`config.mk`:
```
export PLATFORM = sky130hd
export DESIGN_NAME = hpt_queue
export DESIGN_NICKNAME = d
export VERILOG_FILES = /design/src/rtl/hpt_pkg.sv /design/src/rtl/hpt_queue.sv
export SDC_FILE = /design/constraint.sdc
export NUM_CORES = 1
export LEC_CHECK = 0
export BUFFER_PORTS_ARGS = -buffer_cell sky130_fd_sc_hd__buf_4
export CAP_MARGIN = 20
export CORE_AREA = 2 2 85 119
export DETAILED_ROUTE_END_ITERATION = 12
export DIE_AREA = 0 0 87 121
export PLACE_DENSITY = 0.92
export SYNTH_ARGS = -nofsm -noshare
export SYNTH_HDL_FRONTEND = slang
export SYNTH_SLANG_ARGS = --single-unit
```
`constraint.sdc`:
```
create_clock -name clk -period 8.9 [get_ports clk]
set_input_delay 0.445 -clock clk [delete_from_list [all_inputs] [get_ports clk]]
set_output_delay 0.445 -clock clk [all_outputs]
set_load 0.01 [all_outputs]
```
`src/rtl/hpt_pkg.sv`:
```
// Shared types and constants for the hashed position table.
package hpt_pkg;

  localparam int HASH_W   = 32;
  localparam int POS_W    = 32;
  localparam int KEY_W    = 64;
  localparam int Q_DEPTH  = 2;

  typedef enum logic [2:0] {
    KIND_GET   = 3'd0,
    KIND_SET   = 3'd1,
    KIND_UNSET = 3'd2,
    KIND_RESET = 3'd3,
    KIND_CLEAR = 3'd4
  } kind_t;

  typedef enum logic [1:0] {
    ST_OK      = 2'd0,
    ST_INVALID = 2'd1,
    ST_SEARCH  = 2'd2,
    ST_NOENT   = 2'd3
  } status_t;

  typedef enum logic [1:0] {
    TAG_SEARCH = 2'd0,
    TAG_EMPTY  = 2'd1,
    TAG_VALID  = 2'd2
  } tag_t;

  typedef enum logic [2:0] {
    BK_SWEEP,
    BK_IDLE,
    BK_MOD,
    BK_READ,
    BK_EXEC,
    BK_CLR_DONE
  } bk_state_t;

  typedef struct packed {
    logic [2:0]       kind;
    logic [KEY_W-1:0] key_w0;
    logic [KEY_W-1:0] key_w1;
    logic [KEY_W-1:0] key_w2;
    logic [KEY_W-1:0] key_w3;
    logic [POS_W-1:0] new_position;
  } req_t;

  typedef struct packed {
    logic [1:0]       status;
    logic [POS_W-1:0] found_position;
  } rsp_t;

  typedef struct packed {
    logic [2:0]        kind;
    logic [HASH_W-1:0] hash;
    logic [POS_W-1:0]  pos;
  } q_item_t;

  typedef struct packed {
    tag_t             tag;
    logic [POS_W-1:0] pos;
  } entry_t;

endpackage

```
`src/rtl/hpt_queue.sv`:
```
// Short queue that decouples the front end from the table engine.
module hpt_queue (
  input  logic             clk,
  input  logic             rst,
  input  logic             push,
  input  hpt_pkg::q_item_t push_item,
  output logic             full,
  input  logic             pop,
  output hpt_pkg::q_item_t pop_item,
  output logic             empty
);

  localparam int PTR_W = (hpt_pkg::Q_DEPTH > 1) ? $clog2(hpt_pkg::Q_DEPTH) : 1;
  localparam int CNT_W = $clog2(hpt_pkg::Q_DEPTH + 1);
  localparam logic [PTR_W-1:0] PTR_LAST = PTR_W'(hpt_pkg::Q_DEPTH - 1);
  localparam logic [CNT_W-1:0] CNT_FULL = CNT_W'(hpt_pkg::Q_DEPTH);

  hpt_pkg::q_item_t   slots [hpt_pkg::Q_DEPTH];
  logic [PTR_W-1:0]   wr_ptr;
  logic [PTR_W-1:0]   rd_ptr;
  logic [CNT_W-1:0]   count;

  assign full     = (count == CNT_FULL);
  assign empty    = (count == '0);
  assign pop_item = slots[rd_ptr];

  always_ff @(posedge clk) begin
    if (rst) begin
      wr_ptr <= '0;
      rd_ptr <= '0;
      count  <= '0;
    end else begin
      if (push) begin
        wr_ptr <= (wr_ptr == PTR_LAST) ? '0 : wr_ptr + 1'b1;
      end
      if (pop) begin
        rd_ptr <= (rd_ptr == PTR_LAST) ? '0 : rd_ptr + 1'b1;
      end
      if (push && !pop) begin
        count <= count + 1'b1;
      end else if (pop && !push) begin
        count <= count - 1'b1;
      end
    end
  end

  always_ff @(posedge clk) begin
    if (push) begin
      slots[wr_ptr] <= push_item;
    end
  end

`ifndef SYNTHESIS
  a_no_overflow: assert property (@(posedge clk) disable iff (rst) push |-> !full)
    else $error("queue written while full");
  a_no_underflow: assert property (@(posedge clk) disable iff (rst) pop |-> !empty)
    else $error("queue read while empty");
  a_count_bound: assert property (@(posedge clk) disable iff (rst) count <= CNT_FULL)
    else $error("queue count out of range");
`endif

endmodule

```
==> impl_metrics.tcl <==
set metrics [dict create \
    cp_slowest_cell "dfxtp_4" \
    grt_pass1_vias 2822 \
    grt.overflow.total 0 \
    cts.sinks 139 \
    synth.distinct_cells 18 \
    cts_setup_buffers 0 \
    min_period_ns 2.48 \
    worstPathArrival_ns 2.03 \
    htreeDepth 4 \
    fmax_mhz 404 \
    nets 455 \
    clk_latency_ns 0.40 \
    worst_clock_skew_ns 0.00540 \
    synth_top_cells_by_count "134 x edfxtp_1, 37 x mux2_2, 30 x mux2_4, 5 x dfxtp_1, 5 x nor2_1" \
    fin_crit_sh_pct 27.8 \
    tightest_slew_ns 1.03 \
    outcome "finished, final reports clean" \
    root_buffer "clkbuf_16" \
    ir_drop_mv 0.165 \
    core_sq_um 9410 \
    setup_violations 0 \
    syn_area_sq_um 5150 \
    viasPerCell 5.18 \
    path_cells "mux2_2 > buf_4" \
    yosysWarnings 0 \
    drive_gt1_share_pct 60.4 \
    dieWidth_um 87 \
    r2r_slack_ns 6.86 \
    power_mw 1.63 \
    synth_edf_count 134 \
    area.sequential_sq_um 4130 \
    yosysTopAreaCell "edfxtp_1" \
    hold_viol 0 \
    grt_max_degree 68 \
    rr_endpoint "slots[1][52]" \
    async_flop_share_pct 0 \
    rsz0062_at_grt "no" \
    synth_area_leaders "edfxtp_1 78%, mux2_4 8.7%, mux2_2 8.1%" \
    dieArea_sq_um 10500 \
    worst_hold_path_type "in2reg" \
    yosysTopAreaCellShare_pct 78.1 \
    r2r_start "wr_ptr" \
    cts_buffers 17 \
    path_buf_inv 1 \
    drt-initial-drc-count 188 \
    cts_hold_buf 0 \
    fin_setup_tns_ns 0 \
    vias 2621 \
    max_slew_margin_pct 31.2 \
    nFillCells 544 \
    start_util_pct 54.8 \
    worstPathRequired_ns 8.46 \
    hold_path_end "slots[0][58]" \
    synth-seq-cells 139 \
    max-cap-violations 0 \
    cp_top_family "flip-flops" \
    start_kind "register" \
    cts_resized 0 \
    ant_nets 0 \
    synthCells 230 \
    drc_errors 0 \
    num_io_pins 140 \
    syn2layout_area_growth_pct 33.2 \
    crit_fanout 67 \
    multi_input_area_sq_um 980 \
    port_buffers 139 \
    maxSlewViolCount 0 \
    power_density_nw_per_um2 237 \
    cp-end-kind "output port" \
    track_usage_pct 18.3 \
    place_hpwl_mm 6.15 \
    min_from "push_item[58]" \
    grt_pass1_wl_mm 13.8 \
    place.gp.congestion 0.683 \
    antenna_found_initial 0 \
    seq_area_frac_synth_pct 80.0 \
    synth_most_common_cell "edfxtp_1" \
    clockBufferDepth 2 \
    ys.flop_type "edfxtp_1" \
    antenna_cells 0 \
    fp-row-count 42 \
    die_y_um 121 \
    clk_pin_slew_worst_paths_ns 0.06 \
    synth_fp_nets 302 \
    drtPass1Iterations 7 \
    wirelength_mm 9.47 \
    max_stage_delay_ns 1.02 \
    leakage_nw 2.67 \
    ff2ff_path_depth 2 \
    drt-wirelength-per-cell_um 18.7 \
    cts_tree "yes" \
    path_class "reg2out" \
    holdPathStages 1 \
    synth_area_per_cell_sq_um 22.4 \
]
registers in the layout, indices dropped and copies added, names as in the netlist, named ones only:
name	count
rd_ptr	1
count	2
wr_ptr	1
slots	134
how the worst max path moves through the flow:
stage	startpoint	end	slack, ns	cells past startpoint
after floorplan	push	slots[0][0]	5.01	1
after global placement	push	slots[1][51]	6.76	3
after detailed placement	push	slots[1][53]	6.70	3
after CTS	register	pop_item[55]	6.38	2
after global routing	register	pop_item[66]	6.31	2
final	register	pop_item[47]	6.42	2
power breakdown:
group / switching [mW] / internal [mW] / leakage (nW)
Clock: 0.239 / 0.417 / 0.271
Sequential: 0.0246 / 0.764 / 1.30
Combinational: 0.0731 / 0.108 / 1.10
Total: 0.337 / 1.29 / 2.67
layout make-up:
cell class,instances,share of cell area (%)
clock buffer,23,6.67
multi-input combinational,83,14.3
clock inverter,9,1.46
timing repair buffer,141,15.4
tap,110,2.00
inverter,1,0.0547
sequential,139,60.1
placed cells by master (no fill, tap or decap), types with 2 or more instances in the layout:
cell type,count
xor2_1,2
clkbuf_1,5
buf_4,141
mux2_4,30
clkbuf_16,17
dfxtp_1,4
mux2_2,37
edfxtp_1,134
xnor2_1,2
clkinv_2,5
clkinvlp_4,2
bufinv_16,2
nor2_1,5
worst reg2reg max path, cell delays in order (launching register included):
cell and delay (ns):
dfxtp_1 0.40, and2_2 0.71, buf_4 0.55
layer usage:
layer / wire, um / track usage (%) / part of all wire (%)
met5: 0 / 0 / 0
met2: 5460 / 33.2 / 58
met3: 505 / 6.19 / 5.3
met1: 3350 / 18.4 / 35
met4: 155 / 8.40 / 1.6
through the flow:
| stage | utilization [%] | setup slack [ns] | std cells | hold WS [ns] | area (sq um) |
|---|---|---|---|---|---|
| after global placement | 67.1 | 6.76 | 474 | 0.473 | 6310 |
| after global routing | 73.0 | 6.31 | 506 | 0.206 | 6870 |
| after floorplan | - | 5.01 | 230 | 0.461 | 5150 |
| after CTS | 73.0 | 6.38 | 506 | 0.210 | 6870 |
| final | 73.0 | 6.42 | 506 | 0.226 | 6870 |
| after detailed placement | 67.1 | 6.70 | 474 | 0.520 | 6310 |
logic make-up (layout without fill, tap and decap cells):
family | count (synthesis) | in the layout | synth area share [%]
muxes | 67 | 67 | 16.8
and+or+nand+nor | 9 | 9 | 0.898
DFF | 139 | 139 | 80.0
buffers and inverters | 8 | 174 | 1.16
xor gates and xnor gates | 4 | 4 | 0.680
adders and majority gates | 1 | 1 | 0.243
AOI/OAI and AO/OA | 2 | 2 | 0.194
No activity file was read; power rests on OpenSTA's default activity.
